`src/hw/rtl/pidr_pkg.sv`:
```
// pidr_pkg: shared types, register indexes and saturation helpers
// for the pi drive regulator. No dependencies.
package pidr_pkg;

  typedef logic signed [31:0] data_t;

  localparam data_t DATA_MAX = 32'sh7FFF_FFFF;
  localparam data_t DATA_MIN = 32'sh8000_0000;

  localparam int unsigned REG_IDX_W = 3;

  // configuration register indexes
  localparam logic [REG_IDX_W-1:0] REG_FLAGS     = 3'd0;
  localparam logic [REG_IDX_W-1:0] REG_GOAL      = 3'd1;
  localparam logic [REG_IDX_W-1:0] REG_PROP_GAIN = 3'd2;
  localparam logic [REG_IDX_W-1:0] REG_INT_GAIN  = 3'd3;
  localparam logic [REG_IDX_W-1:0] REG_STEP_LIM  = 3'd4;
  localparam logic [REG_IDX_W-1:0] REG_DRIVE_MIN = 3'd5;
  localparam logic [REG_IDX_W-1:0] REG_DRIVE_MAX = 3'd6;
  localparam logic [REG_IDX_W-1:0] REG_PERIOD    = 3'd7;

  // saturate a 33-bit sum or difference to 32 bits
  function automatic data_t sat33(input logic signed [32:0] v);
    data_t r;
    if (v[32] != v[31]) begin
      r = v[32] ? DATA_MIN : DATA_MAX;
    end else begin
      r = v[31:0];
    end
    return r;
  endfunction

endpackage

```
`src/hw/rtl/pidr_mul.sv`:
```
// pidr_mul: shared 32x32 signed multiplier with registered product and
// fixed-point scaling (floor shift, saturate). Uses pidr_pkg.
module pidr_mul #(
  parameter int FRAC_BITS = 16
) (
  input  logic           clk,
  input  pidr_pkg::data_t a,
  input  pidr_pkg::data_t b,
  output pidr_pkg::data_t fx
);
  import pidr_pkg::*;

  logic signed [63:0] prod;
  logic signed [63:0] scaled;

  always_ff @(posedge clk) begin
    prod <= a * b;
  end

  // arithmetic shift rounds toward minus infinity
  assign scaled = prod >>> FRAC_BITS;

  always_comb begin
    if (scaled[63:31] == {33{1'b0}} || scaled[63:31] == {33{1'b1}}) begin
      fx = scaled[31:0];
    end else begin
      fx = scaled[63] ? DATA_MIN : DATA_MAX;
    end
  end

endmodule

```
`config.mk`:
```
export PLATFORM = sky130hd
export DESIGN_NAME = pidr_mul
export DESIGN_NICKNAME = d
export VERILOG_FILES = /design/src/hw/rtl/pidr_pkg.sv /design/src/hw/rtl/pidr_mul.sv
export SDC_FILE = /design/constraint.sdc
export NUM_CORES = 2
export LEC_CHECK = 0
export BUFFER_PORTS_ARGS = -buffer_cell sky130_fd_sc_hd__buf_2
export CAP_MARGIN = 0
export CORE_MARGIN = 4
export CORE_UTILIZATION = 55
export DETAILED_ROUTE_END_ITERATION = 8
export GPL_TIMING_DRIVEN = 1
export PLACE_DENSITY = 0.72
export SYNTH_ARGS = -nofsm -noshare
export SYNTH_HDL_FRONTEND = slang
export SYNTH_SLANG_ARGS = --single-unit
```
`constraint.sdc`:
```
create_clock -name clk -period 21.9 [get_ports clk]
set_input_delay 2.19 -clock clk [delete_from_list [all_inputs] [get_ports clk]]
set_output_delay 2.19 -clock clk [all_outputs]
set_load 0.005 [all_outputs]
```
==> PnR_summary.wiki <==
{| class="wikitable"
! Metric !! Value
|-
| Worst max-slew margin expressed relative to the limit || between 20 and 30%
|-
| Commonest register cell after synthesis || dfxtp_1
|-
| Master cell of the clock root buffer || clkbuf_16
|-
| Xor/xnor cell area share of the yosys netlist || about 1.5%
|-
| Post-synthesis cell type count || 67
|-
| Post-layout instance count excluding filler cells || 4671
|-
| Antenna violations before repair || 3
|-
| Count of final hold-check violations || 0
|-
| Startpoint kind of the worst setup timing path || primary input
|-
| Core area || approximately 66000 um2
|-
| Area contributors post-synth || fa_1 (58%), inv_1 (9.7%), and2_1 (8.6%)
|-
| Via count of the first global-routing pass || 29200
|-
| Overall die area || slightly above 70000 um2
|-
| Max-slew violation count || 0
|-
| Cells after DPL || roughly 4700
|-
| EDFF count, synth || 0
|-
| Number of cells upsized or downsized after cts || 0
|-
| Average via count per standard cell || about 5.5
|-
| Type of the most critical hold path || reg -> out
|-
| Mux share of post-synthesis cell area || 0%
|-
| Core Rows || 94
|-
| Synth Net Count || roughly 5200
|-
| Remaining antenna violation count || 0
|-
| CTS H-Tree Depth || 2
|-
| Crit Path Max Fanout || 32
|-
| Average detailed-routed wire length per instance || roughly 20 um
|-
| Commonest non-fill, non-tap cell in the layout || fa_1
|-
| Area share of the largest cell type after synthesis || 58.4%
|-
| Share of post-route cells with drive strength above 1 || under 10%
|-
| Largest Register || prod
|-
| Number of sinks on the clock net || 48
|-
| Port-buffer cells || between 90 and 100
|-
| Worst Setup SP || b[7]
|-
| Leading cell types in the layout, fill and taps excluded || fa_1 (1081), inv_1 (958), nand2_1 (514)
|-
| Worst setup path category || in -> reg
|-
| Final count of negative-setup-slack endpoints || 0
|-
| TritonCTS buffer count || 5
|-
| # nets final || around 5100
|-
| Outcome || complete, no violations
|-
| Number of top-level pins || 97
|-
| Die width || approximately 270 um
|-
| Maximum frequency from static timing analysis || 96.9 MHz
|-
| Layout Area Growth over Synthesis || 2.79%
|-
| Overall track demand over capacity in global routing || approximately 28%
|-
| Routability-driven placement congestion ratio || between 0.9 and 1
|-
| Core occupancy in the finished layout || roughly 57%
|-
| Overflow left after global routing || 0
|-
| Max FFs per register || 48
|-
| Total length of routed wires || about 94000 um
|-
| Cell taking the most area after synthesis || fa_1
|-
| Effective utilization at floorplan || about 56%
|-
| Yosys reg bits || 48
|-
| CP endpoint || prod[63]$_DFF_P_
|-
| Kind of end point of the critical path || flip-flop
|-
| Total negative setup slack || 0 ns
|-
| Worst Max-Slew Pin Slew || about 1.0 ns
|-
| Required time of the critical path || 22.06 ns
|-
| Setup repair after global routing missed its margin || false
|-
| Global-route met2 utilization || roughly half
|-
| Overall die height || around 270 um
|-
| Synth Area in Simple Gates || between 10% and 20%
|-
| Final worst path period need || roughly 10 ns
|-
| Number of detailed-routing iterations run before antenna repair || 5
|-
| DR DRC count || 0
|-
| Sequential share of the synthesized area || under 10%
|-
| Period utilization || a little under half
|-
| Most congested layer reported by global routing || met2
|-
| Detailed Place HPWL || 77400 um
|-
| Synthesized instance count || between 3000 and 4000
|-
| Syn. warnings || 0
|-
| Number of maximum-capacitance constraint violations || 0
|-
| # hold bufs at CTS || 0
|-
| Avg Cell Area, Syn || 9.50 um2
|-
| Post-synth ARST share || 0%
|-
| Regs by FF count || prod x48
|-
| CTS tree || yes
|-
| Routing usage on met1 || about a third
|-
| Max clock buf depth || 2
|-
| GRT met3 Usage || roughly 3.1%
|-
| Pin count of the biggest net entering global routing || 33
|-
| Clock slew seen by the registers of the worst setup and hold paths || roughly 0.070 ns
|-
| Arrival @ worst endpoint || about 10 ns
|-
| First-pass GRT wire length || 156000 um
|-
| Adder and majority cell fraction of the synthesized area || between 60% and 70%
|-
| Post-route worst hold slack || around 3 ns
|-
| Synth Area in Compound Gates || about 3.8%
|-
| # Post-CTS Setup Buffers || 0
|-
| Largest family of logic cells by synthesized area || adder cells
|-
| Iteration-0 DRC count of the detailed router || about 1400
|-
| Via count || roughly 26000
|-
| Syn Std Cell Area || about 37000 um2
|}
==> stage by stage <==
step	cell area [um2]	setup slack [ns]
3_5_place_dp	37900	11.35
6_report	38100	11.58
4_1_cts	38100	11.64
2_1_floorplan	37000	12.51
5_1_grt	38100	11.18
3_3_place_gp	37900	11.45
==> cells in the mapped netlist (11+ instances only) <==
cell type,number
fa_1,1081
inv_1,958
nand2_1,514
and2_1,511
clkbuf_1,201
ha_1,180
a21o_1,63
a21oi_1,50
nor2_1,50
dfxtp_1,48
xnor2_1,39
o21ai_0,24
xor2_1,23
nand4_1,17
nand2b_1,11
==> kinds of logic after synthesis <==
kind of cell / Yosys count
adder cells (fa/ha/maj): 1261
buffers and inverters: 1173
AND/OR/NAND/NOR: 1150
AO/OA/AOI/OAI: 205
XOR/XNOR: 62
flip-flops: 48
==> cell type report <==
cell class,instances,area (um2)
inverters,959,3600
repair buffers,113,608
well taps,864,1080
fillers,5810,28100
clock inverters,3,46.3
diodes,1,2.50
multi-input cells,2678,31600
clock buffers,5,125
flip-flops and latches,48,961
==> layer usage <==
| layer | vias to the layer above | routed length (um) | part of all wire, % |
|---|---|---|---|
| li1 | 10900 | - | - |
| met1 | 13600 | 34300 | 36 |
| met2 | 872 | 49500 | 53 |
| met3 | 262 | 4930 | 5.2 |
| met4 | 2 | 5410 | 5.7 |
| met5 | - | 13 | 0.014 |
==> critical path, stage by stage <==
cell	delay (ns)
buf_2	0.54
and2_1	0.24
fa_1	0.42
inv_1	0.25
fa_1	0.47
inv_1	0.22
fa_1	0.50
fa_1	1.05
inv_1	0.45
fa_1	0.60
inv_1	0.05
fa_1	0.53
inv_1	0.05
fa_1	0.47
inv_1	0.05
fa_1	0.39
ha_1	0.40
a21o_1	0.21
a21o_1	0.17
a21o_1	0.18
a21oi_1	0.14
o21ai_0	0.09
a211o_1	0.30
a31oi_1	0.21
o21bai_1	0.12
xnor2_1	0.12
==> worst min path at each step <==
stage | to | cells after the start | start | slack [ns]
after floorplan | fx[31] | 1 | prod[63]$_DFF_P_ | 2.58
final | fx[15] | 2 | prod[31]$_DFF_P_ | 2.99
after global routing | fx[20] | 2 | prod[36]$_DFF_P_ | 3.02
after CTS | fx[15] | 2 | prod[31]$_DFF_P_ | 3.01
after detailed placement | fx[0] | 2 | prod[16]$_DFF_P_ | 2.67
after global placement | fx[17] | 2 | prod[33]$_DFF_P_ | 2.68
Power is not shown: default switching activity piles up to over one toggle a cycle in this logic, so the estimate is an artifact.
