## config.mk

```make
export PLATFORM = sky130hd
export DESIGN_NAME = pidr_div
export DESIGN_NICKNAME = d
export VERILOG_FILES = /design/src/hw/rtl/pidr_pkg.sv /design/src/hw/rtl/pidr_div.sv
export SDC_FILE = /design/constraint.sdc
export NUM_CORES = 1
export LEC_CHECK = 0
export BUFFER_PORTS_ARGS = -buffer_cell sky130_fd_sc_hd__buf_2
export CORE_MARGIN = 5
export CORE_UTILIZATION = 25
export CTS_CLUSTER_SIZE = 16
export DETAILED_ROUTE_END_ITERATION = 12
export GPL_TIMING_DRIVEN = 1
export PLACE_DENSITY_LB_ADDON = 0.08
export SLEW_MARGIN = 20
export SYNTH_ARGS = -nofsm -noshare
export SYNTH_HDL_FRONTEND = slang
export SYNTH_SLANG_ARGS = --single-unit
```

## constraint.sdc

```tcl
create_clock -name clk -period 7.65 [get_ports clk]
set_input_delay 2.295 -clock clk [delete_from_list [all_inputs] [get_ports clk]]
set_output_delay 2.295 -clock clk [all_outputs]
set_load 0.02 [all_outputs]
```

## src/hw/rtl/pidr_pkg.sv

```systemverilog
// pidr_pkg: shared types, register indexes and saturation helpers
// for the pi drive regulator. No dependencies.
package pidr_pkg;

  typedef logic signed [31:0] data_t;

  localparam data_t DATA_MAX = 32'sh7FFF_FFFF;
  localparam data_t DATA_MIN = 32'sh8000_0000;

  localparam int unsigned REG_IDX_W = 3;

  // configuration register indexes
  localparam logic [REG_IDX_W-1:0] REG_FLAGS     = 3'd0;
  localparam logic [REG_IDX_W-1:0] REG_GOAL      = 3'd1;
  localparam logic [REG_IDX_W-1:0] REG_PROP_GAIN = 3'd2;
  localparam logic [REG_IDX_W-1:0] REG_INT_GAIN  = 3'd3;
  localparam logic [REG_IDX_W-1:0] REG_STEP_LIM  = 3'd4;
  localparam logic [REG_IDX_W-1:0] REG_DRIVE_MIN = 3'd5;
  localparam logic [REG_IDX_W-1:0] REG_DRIVE_MAX = 3'd6;
  localparam logic [REG_IDX_W-1:0] REG_PERIOD    = 3'd7;

  // saturate a 33-bit sum or difference to 32 bits
  function automatic data_t sat33(input logic signed [32:0] v);
    data_t r;
    if (v[32] != v[31]) begin
      r = v[32] ? DATA_MIN : DATA_MAX;
    end else begin
      r = v[31:0];
    end
    return r;
  endfunction

endpackage

```

## src/hw/rtl/pidr_div.sv

```systemverilog
// pidr_div: restoring serial divider, one quotient bit per cycle.
// Unsigned dividend of DIV_W bits over a 31-bit divisor. Uses pidr_pkg.
module pidr_div #(
  parameter int DIV_W = 47
) (
  input  logic             clk,
  input  logic             rst,
  input  logic             start,
  input  logic [DIV_W-1:0] dividend,
  input  logic [30:0]      divisor,
  output logic             done,
  output logic [DIV_W-1:0] quotient
);
  import pidr_pkg::*;

  localparam int CNT_W = $clog2(DIV_W + 1);

  logic [30:0]      rem;
  logic [30:0]      dvs;
  logic [DIV_W-1:0] quo;
  logic [CNT_W-1:0] cnt;
  logic             run;
  logic [31:0]      trial;
  logic             ge;
  data_t            diff;

  assign trial    = {rem, quo[DIV_W-1]};
  assign ge       = trial >= {1'b0, dvs};
  assign diff     = trial - {1'b0, dvs};
  assign quotient = quo;

  always_ff @(posedge clk) begin
    if (rst) begin
      run  <= 1'b0;
      done <= 1'b0;
      cnt  <= '0;
    end else begin
      done <= 1'b0;
      if (start) begin
        run <= 1'b1;
        cnt <= CNT_W'(DIV_W);
        rem <= '0;
        dvs <= divisor;
        quo <= dividend;
      end else if (run) begin
        rem <= ge ? diff[30:0] : trial[30:0];
        quo <= {quo[DIV_W-2:0], ge};
        cnt <= cnt - 1'b1;
        if (cnt == CNT_W'(1)) begin
          run  <= 1'b0;
          done <= 1'b1;
        end
      end
    end
  end

endmodule

```

==> results.py, run 1 <==
metrics = {
    "run_status": {
        "run_status": "completed",
    },
    "logic_synthesis": {
        "yosysSeqAreaShare": 0.5231,
        "ys_types": 60,
        "synth-seq-cells": 117,
        "ys_warn_count": 0,
        "synth_area_per_cell_um2": 11.62,
        "synth-edff-count": 109,
        "synth_fp_nets": 680,
        "netlist_area_um2": 6564,
        "ys.flop_type": "edfxtp_1",
        "synthArstFlopShare": 0,
        "syn_inst": 565,
    },
    "clocking": {
        "post_cts_resized": 0,
        "htree_levels": 4,
        "root_buffer": "clkbuf_16",
        "numCtsBuffers": 17,
        "clk_pin_slew_ns": 0.06,
        "cts_tree": "done",
        "clockBufferDepth": 2,
        "cts_hold_buf": 0,
        "clock_latency_ns": 0.42,
        "clock-sinks": 117,
        "cts_setup_buffers": 0,
    },
    "sta": {
        "skew_ns": 0.01145,
        "finalHoldViolations": 0,
        "worst_slew_pin_slew_ns": 1.031,
        "rsz0062_at_grt": "no",
        "finalWorstSetupSlack_ns": 3.611,
        "setup-violations-final": 0,
        "fin_crit_sh": 0.5279,
        "setup_tns_ns": 0,
        "max-slew-margin-rel": 0.3128,
        "finalCriticalPeriod_ns": 4.039,
        "drv_slew": 0,
        "clock.fmax_ghz": 0.2476,
    },
    "die": {
        "core_um2": 25980,
        "rows": 59,
        "pin_count": 129,
        "dieArea_um2": 29600,
        "die_h_um": 172.0,
        "die-width_um": 172.0,
        "start_util": 0.2526,
    },
    "critical_path": {
        "slowest_stage": "nor2_2",
        "worstSetupStartpointType": "input port",
        "max_stage_delay_ns": 0.88,
        "worstPathRequired_ns": 7.75,
        "critical_path.endpoint_type": "flop",
        "critPathMaxFanout": 17,
        "arrival_ns": 4.14,
        "path_class": "in2reg",
        "path_cells": "buf_2 -> clkinv_1 -> nor2_2 -> buf_4",
    },
    "grt": {
        "grt_use_total": 0.1163,
        "grt_pass1_wl_um": 27140,
        "grt_max_degree": 81,
        "antenna_found_initial": 3,
        "grt_overflow": 0,
        "grt_pass1_vias": 5051,
    },
    "routing": {
        "finalWirelength_um": 16790,
        "vias": 4742,
        "drt_iter0_markers": 187,
        "routedWlPerCell_um": 16.19,
        "via_per_inst": 4.573,
        "ant_nets": 0,
        "remaining_drc_errors": 0,
        "drt-pass1-iter-count": 5,
    },
    "finish": {
        "drive_gt1_frac": 0.3234,
        "syn2layout_area_growth_pct": 23.39,
        "fin_cells": 1037,
        "nets": 804,
        "fin_util": 0.3117,
        "antenna_cells": 0,
    },
    "min_path": {
        "hp-class": "reg2reg",
    },
    "power": {
        "power-per-cell-area_nw_per_um2": 251.4,
        "leakage_nw": 3.287,
        "ir_drop_v": 0.0001198,
    },
    "placed_design": {
        "place_ws_ns": 3.072,
        "dpl.hpwl_um": 12090,
        "gp_congestion": 0.8089,
        "placedCellCount": 1005,
        "io_buffers": 128,
    },
    "job": {
        "cap_violations": 0,
    },
}
final timing paths:
check / from / to / slack (ns) / cells after the start
max reg2reg: quotient[46] / rem[26] / 3.93 / 12
min: cnt[0] / cnt[0] / 0.53 / 2
min reg2reg: cnt[0] / cnt[0] / 0.53 / 2
max: start / dvs[7] / 3.61 / 4
metal layers:
metal	wire, um	vias to the layer above	global-route usage
met2	7452	134	0.1760
li1	-	2350	-
met1	7675	2235	0.1502
met5	33	-	0
met3	1445	17	0.05693
met4	182	6	0.02802
final cells by class:
type | count | area, um2
clock buffers | 17 | 425.4
clock inverters | 15 | 152.6
fillers | 2693 | 17890
inverters | 42 | 157.7
multi-input cells | 379 | 2840
flip-flops and latches | 117 | 3433
well taps | 335 | 419.2
repair buffers | 132 | 670.6
power by group:
| group | internal, mW | switching [mW] | leakage [nW] |
|---|---|---|---|
| logic | 0.187 | 0.265 | 1.90 |
| registers | 0.767 | 0.0259 | 1.11 |
| clock network | 0.436 | 0.354 | 0.283 |
| total | 1.39 | 0.645 | 3.29 |
cell usage after synthesis, drive strengths merged (3+ instances only):
cell type,number,area (um2)
a211oi,10,95.09
a21o,8,60.06
a21oi,35,182.7
a311oi,3,32.53
a31oi,4,25.02
buf,12,97.59
clkbuf,15,56.30
dfxtp,8,160.2
edfxtp,109,3273
ha,33,412.9
inv,41,153.9
mux2,47,533.0
mux2i,20,200.2
nand2,34,127.6
nand2b,5,31.28
nand3,10,50.05
nand4,8,50.05
nor2,59,221.5
nor3,11,55.05
o211ai,3,22.52
o21a,6,45.04
o21ai,22,110.1
o21bai,3,22.52
o221ai,3,26.28
o31ai,3,22.52
xnor2,19,166.4
xor2,5,43.79
cell families (layout without fill, tap and decap cells):
| kind of cell | after synthesis | count (layout) | share of synthesized area |
|---|---|---|---|
| compound gates | 113 | 113 | 0.1193 |
| xor+xnor | 24 | 24 | 0.03202 |
| fa+ha+maj | 34 | 34 | 0.06596 |
| buf+inv | 69 | 206 | 0.04746 |
| flops | 117 | 117 | 0.5231 |
| mux | 67 | 67 | 0.1117 |
| simple gates | 141 | 141 | 0.1005 |
cell usage in the layout (no fill, tap or decap), types with 4 or more instances in the layout:
master     synthesis  layout
nand2b_1           5       5
inv_8              0       6
a31oi_1            4       4
nand3_1           10      10
a211oi_2           4       4
mux2i_1           20      20
edfxtp_1         109     109
inv_1             41      41
xor2_1             5       5
a21oi_1           33      33
mux2_2            46      46
ha_1              33      33
a211oi_1           6       6
dfxtp_1            8       8
a21o_1             8       8
inv_6              0       4
xnor2_1           19      19
o21ai_1           11      10
nor3_1            11      11
nand2_1           34      34
nand4_1            8       8
clkbuf_16          0      17
buf_2              6     128
o21ai_0           11      11
o21a_1             6       6
buf_4              0       4
nor2_1            59      57
per-stage QoR:
| step | area, um2 | hold slack (ns) | total power [mW] |
|---|---|---|---|
| 6_report | 8099 | 0.5278 | 2.036 |
| 4_1_cts | 8099 | 0.5354 | 2.072 |
| 5_1_grt | 8099 | 0.5595 | 2.148 |
| 3_5_place_dp | 7521 | 0.5242 | 1.264 |
| 3_3_place_gp | 7521 | 0.5160 | 1.263 |
| 2_1_floorplan | 6564 | 0.4880 | 1.149 |
registers in the layout, indices dropped and copies added (netlist names):
signal and count:
quotient 47, cnt 6, rem 31, done 1, run 1, dvs 31
worst max-delay path, delay by kind of cell:
kind                   cells  cell delay (ns)
buffers and inverters      3             0.95
and+or+nand+nor            1             0.88
No activity file was read; power rests on OpenSTA's default activity.
==> run 2: changes to the inputs <==
==> constraint.sdc (replaced) <==
create_clock -name clk -period 3.9 [get_ports clk]
set_input_delay 1.17 -clock clk [delete_from_list [all_inputs] [get_ports clk]]
set_output_delay 1.17 -clock clk [all_outputs]
set_load 0.02 [all_outputs]
==> results.py, run 2 (synthesized netlist as in run 1, its figures left out) <==
metrics = {
    "run_status": {
        "run_status": "completed",
    },
    "sta": {
        "skew_ns": 0.009945,
        "clock.fmax_ghz": 0.3139,
        "hold_ws_ns": 0.5509,
        "worst_slew_pin_slew_ns": 0.7779,
        "setup_tns_ns": 0,
        "fin_crit_sh": 0.8169,
        "drv_slew": 0,
        "finalCriticalPeriod_ns": 3.186,
        "setup-violations-final": 0,
        "rsz0062_at_grt": "no",
        "max-slew-margin-rel": 0.4814,
        "finalHoldViolations": 0,
    },
    "clocking": {
        "clockBufferDepth": 2,
        "numCtsBuffers": 17,
        "cts_setup_buffers": 0,
        "root_buffer": "clkbuf_16",
        "clock-sinks": 117,
        "cts_tree": "done",
        "cts_hold_buf": 0,
        "clk_pin_slew_ns": 0.06,
        "post_cts_resized": 0,
        "clock_latency_ns": 0.42,
        "htree_levels": 4,
    },
    "finish": {
        "largest_reg_flops": 47,
        "multi_input_area_um2": 2845,
        "ff_latch_area_um2": 3433,
        "syn2layout_area_growth_pct": 24.67,
        "drive_gt1_frac": 0.3258,
        "nets": 808,
        "fillCellCount": 2691,
        "mostFrequentLayoutCell": "buf_2",
        "layout_common_cells": "128 x buf_2, 109 x edfxtp_1, 57 x nor2_1",
        "fin_cells": 1043,
    },
    "grt": {
        "grt_pass1_wl_um": 27880,
        "grt_use_total": 0.1198,
        "grt_pass1_vias": 5271,
        "grt_overflow": 0,
        "grt_max_degree": 59,
        "antenna_found_initial": 4,
    },
    "power": {
        "power-per-cell-area_nw_per_um2": 496.1,
        "leakage_nw": 3.324,
        "ir_drop_v": 0.0002245,
    },
    "die": {
        "start_util": 0.2526,
        "dieArea_um2": 29600,
        "die_h_um": 172.0,
        "rows": 59,
        "die-width_um": 172.0,
        "core_um2": 25980,
        "pin_count": 129,
    },
    "routing": {
        "vias": 4787,
        "remaining_drc_errors": 0,
        "ant_nets": 0,
        "via_per_inst": 4.590,
        "routedWlPerCell_um": 16.57,
        "drt-pass1-iter-count": 4,
        "finalWirelength_um": 17290,
        "drt_iter0_markers": 219,
    },
    "placed_design": {
        "dpl.hpwl_um": 12530,
        "gp_congestion": 0.7795,
        "io_buffers": 128,
        "placedCellCount": 1009,
    },
    "critical_path": {
        "worstPathRequired_ns": 4.04,
        "critPathMaxFanout": 15,
        "path_class": "reg2reg",
        "arrival_ns": 3.32,
        "worstSetupStartpointType": "flop",
        "critical_path.endpoint_type": "flop",
    },
    "job": {
        "cap_violations": 0,
    },
    "min_path": {
        "hp-class": "reg2reg",
    },
}
run 2: where the power goes:
part	switching [mW]	leakage (nW)	internal, mW
clock	0.684	0.286	0.909
combinational	0.530	1.93	0.382
sequential	0.0499	1.11	1.50
total	1.26	3.32	2.80
run 2: area by class of cell:
class | count | share of cell area
antenna | 2 | 0.0006116
clock buffer | 17 | 0.05199
sequential | 117 | 0.4196
inverter | 42 | 0.01927
timing repair buffer | 136 | 0.09021
multi-input combinational | 379 | 0.3477
clock inverter | 15 | 0.01942
tap | 335 | 0.05122
run 2: layer usage:
metal	up-vias	global-route usage	wire, um
li1	2354	-	-
met1	2283	0.1472	7840
met2	128	0.1915	7827
met3	16	0.05350	1460
met4	6	0.03349	135
met5	-	0	22
run 2: stage by stage:
step	instance area, um2	total power, mW	utilization	worst slack, ns
2_1_floorplan	6571	2.250	-	0.4563
3_3_place_gp	7594	2.500	0.2922	0.7609
3_5_place_dp	7594	2.504	0.2922	0.7060
4_1_cts	8178	4.126	0.3147	0.6923
5_1_grt	8180	4.285	0.3148	0.5101
6_report	8183	4.060	0.3149	0.7139
run 2: worst max-delay path, cell delays in order (launching register included):
cell and delay [ns]:
edfxtp_1 0.37, inv_1 0.05, ha_1 0.21, fa_1 0.44, nor2b_4 0.13, o31a_1 0.21
o21a_1 0.22, a22o_4 0.19, a21oi_2 0.05, o21ai_4 0.54, buf_12 0.25, mux2i_1 0.20
nor2_1 0.06
run 2: final timing paths:
path	from	to	slack, ns	cells past startpoint
setup / recovery	quotient[46]	rem[12]	0.71	12
hold / removal	cnt[0]	cnt[0]	0.55	2
setup reg to reg	quotient[46]	rem[12]	0.71	12
hold reg to reg	cnt[0]	cnt[0]	0.55	2
